**src/sv/gfe_ram.sv**
```systemverilog
// ----------------------------------------------------------------------------
// gfe_ram
// Generic single-port RAM with registered read.
// ----------------------------------------------------------------------------
`default_nettype none
module gfe_ram #(
  parameter int Width = 32,
  parameter int Depth = 64
) (
  input  wire logic                     clk_i,
  input  wire logic                     we_i,
  input  wire logic [$clog2(Depth)-1:0] addr_i,
  input  wire logic [Width-1:0]         wdata_i,
  output logic      [Width-1:0]         rdata_o
);

  logic [Width-1:0] mem_q [Depth];

  // write or read one entry a cycle
  always_ff @(posedge clk_i) begin
    if (we_i) begin
      mem_q[addr_i] <= wdata_i;
    end
    rdata_o <= mem_q[addr_i];
  end

endmodule
`default_nettype wire

```
**config.mk**
```make
export PLATFORM = sky130hd
export DESIGN_NAME = gfe_ram
export DESIGN_NICKNAME = d
export VERILOG_FILES = /design/src/sv/gfe_ram.sv
export SDC_FILE = /design/constraint.sdc
export NUM_CORES = 2
export LEC_CHECK = 0
export BUFFER_PORTS_ARGS = -buffer_cell sky130_fd_sc_hd__buf_2
export CAP_MARGIN = 10
export CELL_PAD_IN_SITES_DETAIL_PLACEMENT = 1
export CELL_PAD_IN_SITES_GLOBAL_PLACEMENT = 1
export CORE_UTILIZATION = 50
export CTS_BUF_LIST = sky130_fd_sc_hd__clkbuf_4 sky130_fd_sc_hd__clkbuf_8
export DETAILED_ROUTE_END_ITERATION = 10
export PLACE_DENSITY_LB_ADDON = 0.1
export SYNTH_ARGS = -nofsm -noshare
export SYNTH_HDL_FRONTEND = slang
export SYNTH_SLANG_ARGS = --single-unit
export TNS_END_PERCENT = 20
```
**constraint.sdc**
```tcl
create_clock -name clk_i -period 3.35 [get_ports clk_i]
set_input_delay 0.335 -clock clk_i [delete_from_list [all_inputs] [get_ports clk_i]]
set_output_delay 0.335 -clock clk_i [all_outputs]
set_load 0.02 [all_outputs]
```
==> impl_results.md <==
* Status: finished clean
* Clock buffer count from CTS at 352
* RSZ-0062 raised after global routing: no
* Post-CTS setup buffer count at 0
* Largest net degree at the start of global routing at 93
* Post-DP HPWL at 142400 microns
* Final TNS setup at 0 ns
* Remaining DRCs at 0
* Final #Nets at 4787
* Worst-path maximum fanout at 1
* Int Pwr at ~42000 uW
* Initial antenna violation count at 19
* Critical path's slowest cell: or4b_1
* Via/cell ratio at 6.396
* Top-level I/O count at between 70 and 80
* CP bufs+invs at 1
* Reg2Reg Depth at 6
* Yosys cell types at 56
* Critical path type: register to register
* Crit path max-delay family: simple AND/OR/NAND/NOR gates
* Routed WL at 236000 microns
* Cells after Synth at 4239
* Global-route wire length before repair at 336100 microns
* CTS Sinks at 2080
* Vias in the first global route at 46330
* Hold_ws at 0.04855 ns
* GR peak layer: met2
* Vias at approximately 45000
* Core area at 156400 sq um
* Startpoint types: register
* Total Die Area at 159400 sq um
* Switch share at 22.56%
* Max Cap Viol at 0
* VDD IR max at 0.0004051 V
* Root Driver: clkbuf_8
* Switching power at 12100 uW
* Std-Cell Rows at 145
* Fin crit period at 2.777 ns
* Post-synth EDFFs at 2048
* Setup violations, final at 0
* Max incr delay on CP at around 0.68 ns
* Top_reg_cell synth: edfxtp_1
* Congestion Overflow GR at 0
* Synth warn at 0
* # fillers at around 14000
* Initial Util at 50.47%
* CTS Buffer Depth at 4
* Clock power share at 40.1%
* Cell chain of the critical path: mux4_2, mux2i_1, nor2_1, or4b_1, buf_4, or4_1
* TritonCTS clock tree: done
* Die width at 399.3 microns
* Worst Max-Slew Pin Slew at roughly 1.3 ns
* Area of the multi-input gates at 16050 sq um
* GRT met1 Usage at 43.59%
* Ranking of synthesized cells by area: edfxtp_1 (78%), mux2i_1 (3.3%), mux4_2 (2.7%)
* Mapped cell area at 78930 sq um
* Clk_lat worst skew at 1.00 ns
* Top post-synthesis cells by count: edfxtp_1 (2048), mux2i_1 (259), a22oi_1 (188), a221oi_1 (175), clkbuf_1 (168)
* Worst hold path type: input pin to register
* Setup WS post-layout at 0.5728 ns
* 1st-pass router iterations at 6
* Die Y at 399.3 microns
* Pwr/cell area at slightly below 600 nW/um^2
* Worst Hold Depth at 1
* GRT Util Overall at 29.67%
* WP depth at 6
* Initial DRC Count at 4702
* Worst EP arrival at 3.66 ns
* Area grow syn2layout at 16.03%
* # resized after CTS at 0
* Sequential cell area fraction in the yosys report at 78.73%
* Seq pwr share at a little over half
* FFs w/ async S/R, synth at 0%
* Slew Limit Fails at 0
* Worst endpoint required time at ~4.2 ns
* Clock slew at reported path FFs at approximately 0.060 ns
* Most frequent cell after synthesis: edfxtp_1
* Detail Route Antenna Nets at 0
* Routability cong. at approximately 0.82
* Pleak at around 0.030 uW
* Dpl ws at -0.05990 ns
* Peak Freq at 360.1 MHz
* Met3 GRT Util at 5.628%
* Reg area at around 62000 sq um
* Synth Net Count at 4279
* Yosys top cell by area: edfxtp_1
* PortBufs at 71
* Crit. End Element: register
* Post-Syn Area per Cell at 18.62 sq um
* Layout cell share with drive strength beyond 1 at between 20% and 30%
* Comb pwr share at about 5.8%
* Wire per inst at 33.41 microns
* Synthesized flop and latch total at 2080
* Final hold vios at 0
* Htree depth at 5
* Grt met2 use at 46.03%
* Share of the synthesized area in the top cell type at 77.92%
* Fin crit share at 82.90%
* Worst slew margin at ~14%
* Layout Skew at 0.04065 ns
metal layers:
layer	wire (microns)	share of wire, %
met5	27	0.011
met2	111000	47
met3	19280	8.2
met1	101600	43
met4	4132	1.8
final cells by class:
class	instances	area share, %
clock inverters	104	0.5274
inverters	2	0.01640
clock buffers	503	6.603
well taps	2058	2.812
multi-input cells	1859	17.52
flip-flops and latches	2080	67.85
diodes	8	0.02186
repair buffers	452	4.645
flip-flops by register name, summed over array words and instances (netlist names):
register,flops
mem_q,2048
rdata_o,32
per-stage QoR:
| stage | power [uW] | utilization [%] | std cells | instance area [sq um] |
|---|---|---|---|---|
| floorplan | 30870 | - | 4239 | 78930 |
| global placement | 32520 | 54.24 | 6432 | 84830 |
| detailed placement | 32590 | 54.24 | 6432 | 84830 |
| CTS | 53970 | 58.53 | 7056 | 91530 |
| global route | 55160 | 58.55 | 7061 | 91570 |
| finish | 53620 | 58.56 | 7066 | 91580 |
worst paths after layout:
check                                        startpoint                 endpoint  slack (ns)
worst max-delay path            mem_q[21][15]$_DFFE_PP_      rdata_o[15]$_DFF_P_        0.57
worst min-delay path                        wdata_i[21]  mem_q[31][21]$_DFFE_PP_        0.05
worst max register to register  mem_q[21][15]$_DFFE_PP_      rdata_o[15]$_DFF_P_        0.57
worst min register to register  mem_q[32][25]$_DFFE_PP_      rdata_o[25]$_DFF_P_        0.65
cell usage in the layout, fill, tap and decap left out, types with 84 or more instances in the layout:
master,netlist,routed
mux4_2,96,96
mux2i_1,259,259
clkbuf_8,0,363
a22oi_1,188,188
clkbuf_4,1,140
a21oi_1,121,121
o22ai_1,93,93
mux2_2,147,147
o21ai_0,84,84
edfxtp_1,2048,2048
a221oi_1,175,175
and3_1,85,85
buf_4,8,286
kinds of logic after synthesis:
kind of cell,count (synthesis),synth area share (%)
flops,2080,78.73
mux,502,8.121
buf+inv,300,1.682
compound gates,933,8.662
simple gates,424,2.806
power by group through the flow:
| stage | clock network [uW] | logic (uW) | registers [uW] |
|---|---|---|---|
| after floorplan | 0 | 1380 | 29500 |
| after global placement | 0 | 3010 | 29500 |
| after detailed placement | 0 | 3070 | 29500 |
| after CTS | 21900 | 3100 | 29000 |
| after global routing | 22900 | 3270 | 29000 |
| final | 21500 | 3110 | 29000 |
worst register-to-register path: stages, from the launching register on:
cell,delay (ns)
edfxtp_1,0.36
mux4_2,0.48
mux2i_1,0.31
nor2_1,0.14
or4b_1,0.69
buf_4,0.19
or4_1,0.50
timing repair:
action / 4_1_cts / 5_1_grt
endpoints found under the hold margin: 443 / 40
hold buffers: 17 / 1
setup endpoints to repair: 0 / 0
Note: power is estimated with default switching activity, not from simulation.
