## src/sv/gfe_div.sv

```systemverilog
// ----------------------------------------------------------------------------
// gfe_div
// Serial signed fixed-point divider, one quotient bit per cycle, saturating.
// ----------------------------------------------------------------------------
`default_nettype none
module gfe_div #(
  parameter int FracBits = 16
) (
  input  wire logic               clk_i,
  input  wire logic               rst_ni,
  input  wire logic               start_i,
  input  wire logic signed [31:0] num_i,
  input  wire logic signed [31:0] den_i,
  output logic                    done_o,
  output logic signed [31:0]      quo_o,
  output logic                    sat_o
);

  localparam int NumW = 32 + FracBits;
  localparam int CntW = $clog2(NumW + 1);

  logic [NumW-1:0] num_q, num_d;
  logic [NumW-1:0] quo_q, quo_d;
  logic [32:0]     rem_q, rem_d;
  logic [31:0]     den_q, den_d;
  logic            neg_q, neg_d;
  logic [CntW-1:0] cnt_q, cnt_d;
  logic            busy_q, busy_d;
  logic            done_q, done_d;
  logic [33:0]     trial;
  logic [32:0]     rem_sh;
  logic [NumW:0]   sq;

  // restoring division on magnitudes
  always_comb begin
    num_d  = num_q;
    quo_d  = quo_q;
    rem_d  = rem_q;
    den_d  = den_q;
    neg_d  = neg_q;
    cnt_d  = cnt_q;
    busy_d = busy_q;
    done_d = done_q;
    rem_sh = {rem_q[31:0], num_q[NumW-1]};
    trial  = {1'b0, rem_sh} - {2'b00, den_q};
    if (start_i) begin
      num_d  = {(num_i[31] ? 32'(-num_i) : 32'(num_i)), {FracBits{1'b0}}};
      den_d  = den_i[31] ? 32'(-den_i) : 32'(den_i);
      neg_d  = num_i[31] ^ den_i[31];
      rem_d  = '0;
      quo_d  = '0;
      cnt_d  = CntW'(NumW);
      busy_d = 1'b1;
      done_d = 1'b0;
    end else if (busy_q) begin
      num_d = num_q << 1;
      if (!trial[33]) begin
        rem_d = trial[32:0];
        quo_d = {quo_q[NumW-2:0], 1'b1};
      end else begin
        rem_d = rem_sh;
        quo_d = {quo_q[NumW-2:0], 1'b0};
      end
      cnt_d = cnt_q - 1'b1;
      if (cnt_q == CntW'(1)) begin
        busy_d = 1'b0;
        done_d = 1'b1;
      end
    end
  end

  always_ff @(posedge clk_i or negedge rst_ni) begin
    if (!rst_ni) begin
      busy_q <= 1'b0;
      done_q <= 1'b0;
      cnt_q  <= '0;
    end else begin
      busy_q <= busy_d;
      done_q <= done_d;
      cnt_q  <= cnt_d;
    end
  end

  always_ff @(posedge clk_i) begin
    num_q <= num_d;
    quo_q <= quo_d;
    rem_q <= rem_d;
    den_q <= den_d;
    neg_q <= neg_d;
  end

  // apply sign and clamp
  assign done_o = done_q;
  assign sq     = neg_q ? -{1'b0, quo_q} : {1'b0, quo_q};
  always_comb begin
    sat_o = 1'b0;
    quo_o = sq[31:0];
    if (!neg_q && quo_q > NumW'(32'h7fffffff)) begin
      sat_o = 1'b1;
      quo_o = 32'h7fffffff;
    end else if (neg_q && quo_q > NumW'(33'h80000000)) begin
      sat_o = 1'b1;
      quo_o = 32'h80000000;
    end
  end

endmodule
`default_nettype wire

```

## config.mk

```make
export PLATFORM = sky130hd
export DESIGN_NAME = gfe_div
export DESIGN_NICKNAME = d
export VERILOG_FILES = /design/src/sv/gfe_div.sv
export SDC_FILE = /design/constraint.sdc
export NUM_CORES = 1
export LEC_CHECK = 0
export BUFFER_PORTS_ARGS = -buffer_cell sky130_fd_sc_hd__buf_2
export CAP_MARGIN = 5
export CELL_PAD_IN_SITES_DETAIL_PLACEMENT = 1
export CELL_PAD_IN_SITES_GLOBAL_PLACEMENT = 2
export CORE_ASPECT_RATIO = 1.25
export CORE_MARGIN = 4
export CORE_UTILIZATION = 33
export CTS_CLUSTER_SIZE = 12
export DETAILED_ROUTE_END_ITERATION = 8
export PLACE_DENSITY_LB_ADDON = 0.1
export RECOVER_POWER = 100
export SYNTH_ARGS = -nofsm -noshare
export SYNTH_HDL_FRONTEND = slang
export SYNTH_SLANG_ARGS = --single-unit
```

## constraint.sdc

```tcl
create_clock -name clk_i -period 3.77 [get_ports clk_i]
set_clock_uncertainty 0.2 [all_clocks]
set_input_delay 0.754 -clock clk_i [delete_from_list [all_inputs] [get_ports clk_i]]
set_output_delay 0.754 -clock clk_i [all_outputs]
set_load 0.02 [all_outputs]
```

==> summary.txt, run 1 <==
Status
  – Status: finished, violations left
  – Failing checks: max-capacitance violations, max-slew violations, negative setup slack

Floorplan
  – Core area: 28500 µm²
  – Die height: 198 µm
  – Initial Utilization: 33.6%
  – Num rows: 69
  – Area of the die: 31800 µm²
  – Die width: 160 µm
  – I/O pin count: 101

Place
  – DP Wirelength: 17900 µm
  – IO Port Bufs: 100
  – GP Congestion: 0.757
  – Placed cell area: 11200 µm²

Detailed routing
  – Via Count: 8026
  – DRT iter0 DRCs: 238
  – First-pass DRT Iterations: 4
  – DR DRC count: 0
  – Vias per cell: 5.13
  – Total Wirelength: 24100 µm
  – Routed Antenna Nets: 0
  – WL per Instance: 15.4 µm

Timing
  – Final worst path period need: 4.61 ns
  – Fmax: 217 MHz
  – Slew @ Worst Pin: 2.77 ns
  – Final setup fails: 35
  – Final setup margin: -0.836 ns
  – Slew Viols, Final: 100
  – Tcrit/Tclk final: 122%
  – Unrepaired setup endpoints after global routing: yes
  – Final TNS setup: -23.55 ns
  – Max transition margin: -84.8%
  – Final Hold Fails: 0

Layout
  – Commonest non-fill, non-tap cell in the layout: nor2_1
  – Most frequent cells in the layout: nor2_1, dfxtp_1, mux2i_1
  – Number of nets in the layout: 1302
  – Proportion of layout cells with a drive suffix above 1: 21.2%
  – Area of the multi-input gates: 5810 µm²
  – Design area: 12100 µm²
  – Synth-to-layout area growth: 26.3%
  – Storage cell area: 3760 µm²
  – Post-layout util: 42.4%
  – ANT cells: 0
  – # fillers: 3303

Clocking
  – Num CTS Buffers: 17
  – Clock root buffer master: clkbuf_16
  – CTS tree: done
  – Num Clock Sinks: 153
  – Clock transition at the registers of the reported paths: 0.07 ns
  – Clock Latency Late Sink: 0.44 ns
  – Clock Path Buffers: 2
  – Htree depth: 4

Worst setup path
  – Crit path DAT: 3.65 ns
  – CP Capture Type: primary output
  – CP peak stage delay: 0.55 ns
  – CP Buf/Inv Count: 1
  – Largest fanout on the critical path: 3
  – CP top delay family: simple AND/OR/NAND/NOR gates
  – Top cell by count, worst path: or3_4
  – WP data required: 2.82 ns
  – Critical path's slowest cell: or4_4
  – CP startpoint kind: flop
  – Worst path cell trace: or4_4 -> nor4_4 -> or3b_4 -> or3_4 -> or3_4 -> or3_4 -> nor3_4 -> a21oi_1 -> o22ai_2 -> nor2_4 -> buf_2
  – Crit Path Class: flop to primary output

Synthesis
  – Synth Cell Area: 9560 µm²
  – Synth Register Bits: 153
  – EDFF count, synth: 65
  – Synthesized area per cell: 8.98 µm²
  – Ys Warns: 0
  – Post-synthesis cell type count: 57
  – Synth Flop Type: dfxtp_1
  – Async set or reset register ratio after synthesis: 5.23%
  – Net Count, Synth: 1169
  – Post-synthesis cell count: 1064
  – Seq/Total Area, Yosys: 39.3%

GRT
  – Total gr overflow: 0
  – Initial antenna violation count: 0
  – First-pass GRT wire length: 40800 µm
  – Total track usage: 15.4%
  – Largest net degree at the start of global routing: 98
  – Vias in the first global route: 8245

Power
  – Worst vdd ir: 0.000353 V
  – Static Leak: 5.26 nW
  – PwrDens: 600 nW/µm²

Worst hold path
  – Hold crit path type: flop to flop

Job
  – MaxCap Viol Count: 2
repair_timing:
action                                  CTS  global route
endpoints found under the setup margin   33            55
resized for setup                        73            16
endpoints found under the hold margin     8             0
gates cloned                              1             0
pin swaps                                 9             8
buffers inserted                          4             2
hold buffers                              1             0
state kept, by name (all words and copies together), names as in the netlist:
signal	count
busy_q	1
neg_q	1
den_q	32
cnt_q	6
quo_q	48
num_q	32
rem_q	32
done_o	1
per-stage QoR:
stage	hold WS [ns]	cells	power (mW)	setup WS, ns
floorplan	0.246	1064	4.41	-0.247
global placement	0.258	1526	5.29	-0.410
detailed placement	0.282	1526	5.32	-0.428
CTS	0.294	1563	7.31	-0.875
global route	0.322	1565	7.77	-0.960
finish	0.283	1565	7.24	-0.836
worst reg2reg max path, stage by stage, from the launching register on:
cell,delay (ns)
edfxtp_1,0.36
inv_1,0.05
ha_1,0.35
nand2_1,0.10
a211o_1,0.28
a211oi_1,0.30
nor3_1,0.11
nor3_1,0.20
clkbuf_1,0.20
a41oi_2,0.17
o211ai_1,0.25
clkbuf_2,0.30
clkbuf_4,0.25
mux2i_1,0.19
a211oi_1,0.08
Yosys cell counts (all sizes together) (2+ instances only):
cell / n / area [µm²]
o21ai: 84 / 420
nand2: 66 / 248
nor2b: 3 / 18.8
clkbuf: 44 / 166
mux2: 5 / 56.3
a211oi: 32 / 240
or4: 14 / 120
a31oi: 7 / 43.8
and4: 2 / 17.5
nor3: 10 / 50.1
nor2: 137 / 514
mux2i: 69 / 691
and2: 5 / 31.3
nor4: 11 / 83.8
or2: 5 / 31.3
o21bai: 5 / 37.5
nor4b: 2 / 17.5
dfrtp: 8 / 200
ha: 37 / 463
o22ai: 2 / 12.5
o31ai: 24 / 194
nand2b: 13 / 81.3
xor2: 64 / 561
buf: 10 / 40.0
a21o: 14 / 105
inv: 51 / 191
nand3b: 5 / 37.5
dfxtp: 80 / 1600
and3: 4 / 25.0
o31a: 2 / 17.5
o211ai: 6 / 45.0
edfxtp: 65 / 1950
o311ai: 2 / 17.5
xnor2: 51 / 447
or3: 19 / 134
o41ai: 13 / 114
a41oi: 3 / 26.3
a21oi: 63 / 315
nand4: 8 / 50.1
nand3: 9 / 45.0
worst paths after layout:
kind	depth (start not counted)	slack [ns]	endpoint	from
min in group asynchronous	2	0.59	cnt_q[3]$_DFFE_PN0P_	rst_ni
max	11	-0.84	quo_o[29]	quo_q[16]$_SDFFE_PP0P_
min reg2reg	2	0.28	rem_q[31]$_SDFFE_PP0P_	rem_q[31]$_SDFFE_PP0P_
min	2	0.28	rem_q[31]$_SDFFE_PP0P_	rem_q[31]$_SDFFE_PP0P_
max in group asynchronous	2	2.47	cnt_q[4]$_DFFE_PN0P_	rst_ni
max reg2reg	14	0.13	rem_q[22]$_SDFFE_PP0P_	den_q[4]$_DFFE_PP_
power breakdown:
part	internal [mW]	total [mW]	switching (mW)
Sequential	1.98	2.15	0.166
Clock	0.952	1.74	0.785
Combinational	1.61	3.35	1.74
layout make-up:
class / instances / area share (%)
Clock buffer: 19 / 3.94
Clock inverter: 13 / 0.974
Inverter: 51 / 1.59
Multi-Input combinational cell: 806 / 48.2
Sequential cell: 153 / 31.1
Tap cell: 355 / 3.68
Timing Repair Buffer: 168 / 10.5
metal layers:
layer / wire length (µm) / global-route usage [%]
met1: 11100 / 19.5
met2: 12100 / 27.0
met3: 632 / 2.83
met4: 272 / 4.24
met5: 0 / 0
logic make-up after synthesis:
| kind of cell | synth area share [%] |
|---|---|
| compound gates | 17.2 |
| xor+xnor | 10.5 |
| fa+ha+maj | 5.05 |
| buf+inv | 4.16 |
| flops | 39.3 |
| mux | 7.81 |
| simple gates | 16.0 |
Power figures use the tool's default switching activity.
==> run 2: changes to the inputs <==
--- a/config.mk
+++ b/config.mk
@@ -11,5 +11,5 @@
 export CELL_PAD_IN_SITES_GLOBAL_PLACEMENT = 2
 export CORE_ASPECT_RATIO = 1.25
-export CORE_MARGIN = 4
+export CORE_MARGIN = 3
 export CORE_UTILIZATION = 33
 export CTS_CLUSTER_SIZE = 12
==> constraint.sdc (replaced) <==
create_clock -name clk_i -period 3.77 [get_ports clk_i]
set_clock_uncertainty 0.2 [all_clocks]
set_input_delay 0.377 -clock clk_i [delete_from_list [all_inputs] [get_ports clk_i]]
set_output_delay 0.377 -clock clk_i [all_outputs]
set_load 0.02 [all_outputs]
==> summary.txt, run 2 (synthesized netlist as in run 1, its figures left out) <==
Worst setup path
  – Largest fanout on the critical path: 4 (was 3)
  – Worst r2r src: den_q[2]$_DFFE_PP_ (was den_q[4]$_DFFE_PP_)
  – WP data required: 3.19 ns (was 2.82 ns)
  – Crit Path Class: flop to primary output (unchanged)
  – Depth of the most critical reg-to-reg path: 14 (unchanged)
  – Flop-to-flop setup slack: 0.21 ns (was 0.13 ns)
  – CP startpoint: quo_q[16]$_SDFFE_PP0P_ (unchanged)
  – CP Capture Type: primary output (unchanged)
  – CP startpoint kind: flop (unchanged)
  – Crit path DAT: 3.67 ns (was 3.65 ns)
  – Worst reg2reg path endpoint: rem_q[14]$_SDFFE_PP0P_ (was rem_q[22]$_SDFFE_PP0P_)

GRT
  – Largest net degree at the start of global routing: 93 (was 98)
  – Initial antenna violation count: 0 (unchanged)
  – First-pass GRT wire length: 40600 µm (was 40800 µm)
  – Vias in the first global route: 8242 (was 8245)
  – Met1 Use GR: 20.2% (was 19.5%)
  – Total gr overflow: 0 (unchanged)
  – Grt met3 use: 2.76% (was 2.83%)
  – Total track usage: 15.8% (was 15.4%)
  – Met2 capacity usage during global routing: 27.3% (was 27.0%)
  – Gr busiest metal: met2 (unchanged)

Timing
  – Slew @ Worst Pin: 2.56 ns (was 2.77 ns)
  – Final setup margin: -0.482 ns (was -0.836 ns)
  – Final worst path period need: 4.25 ns (was 4.61 ns)
  – Unrepaired setup endpoints after global routing: yes (unchanged)
  – Slew Viols, Final: 50 (was 100)
  – Final setup fails: 33 (was 35)
  – Fmax: 235 MHz (was 217 MHz)
  – Max transition margin: -70.5% (was -84.8%)
  – Final Hold Fails: 0 (unchanged)
  – Tcrit/Tclk final: 113% (was 122%)
  – Final TNS setup: -13.65 ns (was -23.55 ns)

Job
  – MaxCap Viol Count: 1 (was 2)

Layout
  – Design area: 11900 µm² (was 12100 µm²)
  – Largest register FFs: 48 (unchanged)
  – Number of nets in the layout: 1301 (was 1302)
  – Reg with most FFs: quo_q (unchanged)
  – Most frequent cells in the layout: nor2_1, dfxtp_1, mux2i_1 (unchanged)
  – Commonest non-fill, non-tap cell in the layout: nor2_1 (unchanged)
  – ANT cells: 0 (unchanged)
  – Synth-to-layout area growth: 24.1% (was 26.3%)
  – Proportion of layout cells with a drive suffix above 1: 20.5% (was 21.2%)

Floorplan
  – Die height: 196 µm (was 198 µm)
  – Die width: 158 µm (was 160 µm)
  – Area of the die: 31100 µm² (was 31800 µm²)
  – I/O pin count: 101 (unchanged)
  – Num rows: 69 (unchanged)
  – Core area: 28500 µm² (unchanged)
  – Initial Utilization: 33.6% (unchanged)

Detailed routing
  – Routed Antenna Nets: 0 (unchanged)
  – Total Wirelength: 24000 µm (was 24100 µm)
  – Vias per cell: 5.15 (was 5.13)
  – Via Count: 8061 (was 8026)
  – WL per Instance: 15.4 µm (about the same)
  – DRT iter0 DRCs: 162 (was 238)
  – First-pass DRT Iterations: 6 (was 4)
  – DR DRC count: 0 (unchanged)

Status
  – Status: finished, violations left (unchanged)
  – Failing checks: max-capacitance violations, max-slew violations, negative setup slack (unchanged)

Clocking
  – CTS tree: done (unchanged)
  – Clock Latency Late Sink: 0.43 ns (was 0.44 ns)
  – Clock root buffer master: clkbuf_16 (unchanged)
  – Htree depth: 4 (unchanged)
  – Clock transition at the registers of the reported paths: 0.07 ns (about the same)
  – Num CTS Buffers: 17 (unchanged)
  – Clock Path Buffers: 2 (unchanged)
  – Num Clock Sinks: 153 (unchanged)

Place
  – DP Wirelength: 17700 µm (was 17900 µm)
  – IO Port Bufs: 100 (unchanged)
  – GP Congestion: 0.752 (was 0.757)
  – Placed cell area: 10900 µm² (was 11200 µm²)

Worst hold path
  – Hold crit path type: primary input to flop (was flop to flop)
  – Hold Path Sink: den_q[2]$_DFFE_PP_ (was rem_q[31]$_SDFFE_PP0P_)
  – Min-delay src: den_i[2] (was rem_q[31]$_SDFFE_PP0P_)
  – Hold path cells: 2 (unchanged)

Power
  – PwrDens: 602 nW/µm² (was 600 nW/µm²)
  – Worst vdd ir: 0.000331 V (was 0.000353 V)
  – Static Leak: 5.20 nW (was 5.26 nW)
## run 2: changes by cell type in the layout (fill, tap and decap cells not counted), moves of 3 or more
cell,previous run,this run
o21ai_4,24,11
buf_6,32,38
o21ai_2,4,15
inv_4,1,4
buf_4,50,45
inv_8,4,1
## run 2: cell type report
| cell class | instances | area, µm² |
|---|---|---|
| timing repair buffer | 166 | 1230 |
| clock inverter | 13 | 101 |
| clock buffer | 19 | 454 |
| multi-input combinational | 807 | 5670 |
| inverter | 51 | 191 |
| sequential | 153 | 3760 |
| fill | 3321 | 16600 |
| tap | 355 | 444 |
## run 2: worst max path at each step
stage,depth (start not counted),end,slack (ns)
after detailed placement,11,quo_o[2],-0.13
final,13,quo_o[31],-0.48
after CTS,11,quo_o[4],-0.52
after global routing,13,quo_o[31],-0.65
after global placement,11,quo_o[6],-0.07
after floorplan,10,quo_o[14],-0.02
## run 2: where the power goes
group | internal, mW | switching, mW | leakage (nW)
clock | 0.896 | 0.733 | 0.278
combinational | 1.63 | 1.74 | 3.53
sequential | 1.98 | 0.162 | 1.39
## run 2: layer usage
| layer | share of wire [%] | vias to the layer above |
|---|---|---|
| met1 | 47 | 3839 |
| li1 | - | 4092 |
| met5 | 0 | - |
| met3 | 2.5 | 28 |
| met2 | 49 | 102 |
| met4 | 1.7 | 0 |
## run 2: repair_timing
| action | in CTS | in global routing |
|---|---|---|
| gates cloned | 1 | 0 |
| endpoints found under the setup margin | 33 | 66 |
| endpoints found under the hold margin | 9 | 0 |
| hold buffers | 2 | 0 |
| buffers inserted | 5 | 3 |
| pin swaps | 19 | 23 |
| resized for setup | 71 | 39 |
## run 2: worst max-delay path, cell delays in order (launching register included)
cell and delay (ns):
dfxtp_2 0.32, or4_4 0.58, nor4_4 0.17, or3b_4 0.42, or3_4 0.34, or3_4 0.34
or2_4 0.27, nor2_4 0.16, buf_4 0.14, buf_6 0.08, nand3_1 0.06, o21ai_0 0.08
a21boi_1 0.09, buf_4 0.21
## run 2: per-stage QoR
step | instances | hold slack (ns) | power [mW] | setup WS (ns) | util (%)
floorplan | 1064 | -0.119 | 4.29 | -0.0228 | -
global placement | 1521 | 0.0335 | 5.19 | -0.0720 | 38.4
detailed placement | 1521 | 0.0335 | 5.22 | -0.134 | 38.4
CTS | 1561 | 0.0354 | 7.15 | -0.524 | 41.4
global route | 1564 | 0.0511 | 7.69 | -0.651 | 41.6
finish | 1564 | 0.0585 | 7.14 | -0.482 | 41.6
==> run 3: changes to the inputs <==
- PLACE_DENSITY: not set -> 0.78
- PLACE_DENSITY_LB_ADDON: 0.1 -> not set
==> summary.txt, run 3 (synthesized netlist as in run 1, its figures left out) <==
Layout
  – Reg with most FFs: quo_q (unchanged)
  – ANT cells: 0 (unchanged)
  – Area of the multi-input gates: 5730 µm² (was 5670 µm²)
  – Design area: 12000 µm² (was 11900 µm²)
  – Post-layout util: 42.0% (was 41.6%)
  – Synth-to-layout area growth: 25.1% (was 24.1%)
  – Fin cells: 1566 (was 1564)
  – Largest register FFs: 48 (unchanged)
  – Proportion of layout cells with a drive suffix above 1: 21.3% (was 20.5%)
  – # fillers: 3279 (was 3321)
  – Number of nets in the layout: 1303 (was 1301)
  – Most frequent cells in the layout: nor2_1, dfxtp_1, mux2i_1 (unchanged)
  – Storage cell area: 3760 µm² (about the same)
  – Commonest non-fill, non-tap cell in the layout: nor2_1 (unchanged)

Place
  – IO Port Bufs: 100 (unchanged)
  – GP Congestion: 0.769 (was 0.752)
  – DP Wirelength: 17400 µm (was 17700 µm)
  – Placed cell area: 10900 µm² (about the same)
  – Inst Count DP: 1511 (was 1521)
  – Dpl ws: -0.0864 ns (was -0.134 ns)

Floorplan
  – Die width: 158 µm (unchanged)
  – Core area: 28500 µm² (unchanged)
  – Area of the die: 31100 µm² (unchanged)
  – Die height: 196 µm (unchanged)
  – Initial Utilization: 33.6% (unchanged)
  – Num rows: 69 (unchanged)
  – I/O pin count: 101 (unchanged)

Timing
  – Final setup margin: -0.480 ns (was -0.482 ns)
  – Final worst path period need: 4.25 ns (about the same)
  – Final setup fails: 33 (unchanged)
  – Slew @ Worst Pin: 2.77 ns (was 2.56 ns)
  – Tcrit/Tclk final: 113% (about the same)
  – Max transition margin: -84.9% (was -70.5%)
  – Final TNS setup: -13.67 ns (was -13.65 ns)
  – Slew Viols, Final: 96 (was 50)
  – Final Hold Fails: 0 (unchanged)
  – Fmax: 235 MHz (about the same)
  – Unrepaired setup endpoints after global routing: yes (unchanged)
  – Hold slack: 0.0502 ns (was 0.0585 ns)

Job
  – MaxCap Viol Count: 2 (was 1)

Worst setup path
  – Worst path cell trace: or4_4 -> nor4_4 -> or3b_4 -> or3_4 -> or3_4 -> or2_4 -> nor2_4 -> a21oi_4 -> clkbuf_16 -> o21ai_2 -> buf_6 (was or4_4 -> nor4_4 -> or3b_4 -> or3_4 -> or3_4 -> or2_4 -> nor2_4 -> buf_4 -> buf_6 -> nand3_1 -> o21ai_0 -> a21boi_1 -> buf_4)
  – CP top delay family: simple AND/OR/NAND/NOR gates (unchanged)
  – WP depth: 11 (was 13)
  – End of the critical path: quo_o[6] (was quo_o[31])
  – Depth of the most critical reg-to-reg path: 13 (was 14)
  – CP peak stage delay: 0.55 ns (was 0.58 ns)
  – CP Capture Type: primary output (unchanged)
  – Crit path DAT: 3.67 ns (about the same)
  – Top cell by count, worst path: or3_4
  – Worst r2r src: den_q[8]$_DFFE_PP_ (was den_q[2]$_DFFE_PP_)
  – Worst reg2reg path endpoint: rem_q[29]$_SDFFE_PP0P_ (was rem_q[14]$_SDFFE_PP0P_)
  – WP data required: 3.19 ns (about the same)
  – CP Buf/Inv Count: 2 (was 3)
  – Critical path's slowest cell: or4_4 (unchanged)
  – Largest fanout on the critical path: 5 (was 4)
  – Crit Path Class: flop to primary output (unchanged)
  – CP startpoint kind: flop (unchanged)
  – Flop-to-flop setup slack: 0.28 ns (was 0.21 ns)
  – CP startpoint: quo_q[13]$_SDFFE_PP0P_ (was quo_q[16]$_SDFFE_PP0P_)

GRT
  – First-pass GRT wire length: 40900 µm (was 40600 µm)
  – Total gr overflow: 0 (unchanged)
  – Initial antenna violation count: 0 (unchanged)
  – Total track usage: 16.0% (was 15.8%)
  – Largest net degree at the start of global routing: 84 (was 93)
  – Vias in the first global route: 8332 (was 8242)

Clocking
  – CTS tree: done (unchanged)
  – Num CTS Buffers: 17 (unchanged)
  – Clock Path Buffers: 2 (unchanged)
  – Num Clock Sinks: 153 (unchanged)
  – Clock transition at the registers of the reported paths: 0.07 ns (about the same)
  – Clock Latency Late Sink: 0.43 ns (about the same)
  – Htree depth: 4 (unchanged)
  – Clock root buffer master: clkbuf_16 (unchanged)

Power
  – Static Leak: 5.20 nW (about the same)
  – PwrDens: 591 nW/µm² (was 602 nW/µm²)
  – Worst vdd ir: 0.000342 V (was 0.000331 V)
  – Tot Pwr: 7.07 mW (was 7.14 mW)
  – Part of the power in registers: 30.4% (was 30.0%)
  – Sw frac: 37.6% (was 36.9%)
  – Cell Int Power: 4.41 mW (was 4.51 mW)
  – Power share of the clock group: 23.0% (was 22.8%)
  – Sw Pwr: 2.66 mW (was 2.63 mW)
  – Combinational group share of total power: 46.6% (was 47.1%)

Detailed routing
  – Vias per cell: 5.16 (was 5.15)
  – Via Count: 8082 (was 8061)
  – Routed Antenna Nets: 0 (unchanged)
  – DRT iter0 DRCs: 247 (was 162)
  – Total Wirelength: 24500 µm (was 24000 µm)
  – First-pass DRT Iterations: 4 (was 6)
  – WL per Instance: 15.7 µm (was 15.4 µm)
  – DR DRC count: 0 (unchanged)

Worst hold path
  – Hold crit path type: primary input to flop (unchanged)

Status
  – Failing checks: max-capacitance violations, max-slew violations, negative setup slack (unchanged)
  – Status: finished, violations left (unchanged)
==> run 3: power by group through the flow <==
stage / clock network [mW] / registers [mW] / logic (mW)
after floorplan: 0 / 2.12 / 2.16
after detailed placement: 0 / 2.18 / 2.99
after global placement: 0 / 2.18 / 2.94
after CTS: 1.68 / 2.15 / 3.24
after global routing: 1.75 / 2.18 / 3.66
final: 1.62 / 2.15 / 3.30
==> run 3: worst register-to-register path: stages, from the launching register on <==
cell	delay, ns
edfxtp_1	0.33
inv_1	0.05
ha_1	0.36
and3_1	0.25
nand2_1	0.11
o211ai_1	0.30
nor3_1	0.11
nor3_1	0.17
clkbuf_1	0.17
a41oi_2	0.21
o211ai_1	0.27
clkbuf_4	0.39
mux2i_1	0.24
a211oi_1	0.09
==> run 3: layout make-up <==
cell class / instances / area share [%]
clock buffer: 18 / 3.67
timing repair buffer: 169 / 10.7
clock inverter: 14 / 0.931
inverter: 51 / 1.60
tap: 355 / 3.71
sequential: 153 / 31.4
multi-input combinational: 806 / 47.9
==> run 3: what timing repair did <==
item / 4_1_cts / 5_1_grt
hold buffers: 2 / 0
resized for setup: 84 / 37
gates cloned: 2 / 1
setup buffers: 16 / 4
setup endpoints to repair: 33 / 66
endpoints found under the hold margin: 9 / 0
pin swaps: 17 / 13
==> run 3: routing by layer <==
metal  GRT usage, %  up-vias  wire, µm
met4           5.07        0       408
met2           28.0      109     12300
li1               -     4082         -
met5              0        -         0
met1           19.8     3865     11100
met3           2.85       26       675
==> run 3: worst min-delay path by stage <==
stage,endpoint,slack [ns],depth (start not counted),start
2_1_floorplan,busy_q$_DFF_PN0_,-0.12,0,rst_ni
3_3_place_gp,cnt_q[5]$_DFFE_PN0P_,0.03,1,rst_ni
3_5_place_dp,busy_q$_DFF_PN0_,0.03,1,rst_ni
4_1_cts,den_q[11]$_DFFE_PP_,0.03,2,den_i[11]
5_1_grt,den_q[11]$_DFFE_PP_,0.04,2,den_i[11]
6_report,den_q[11]$_DFFE_PP_,0.05,2,den_i[11]
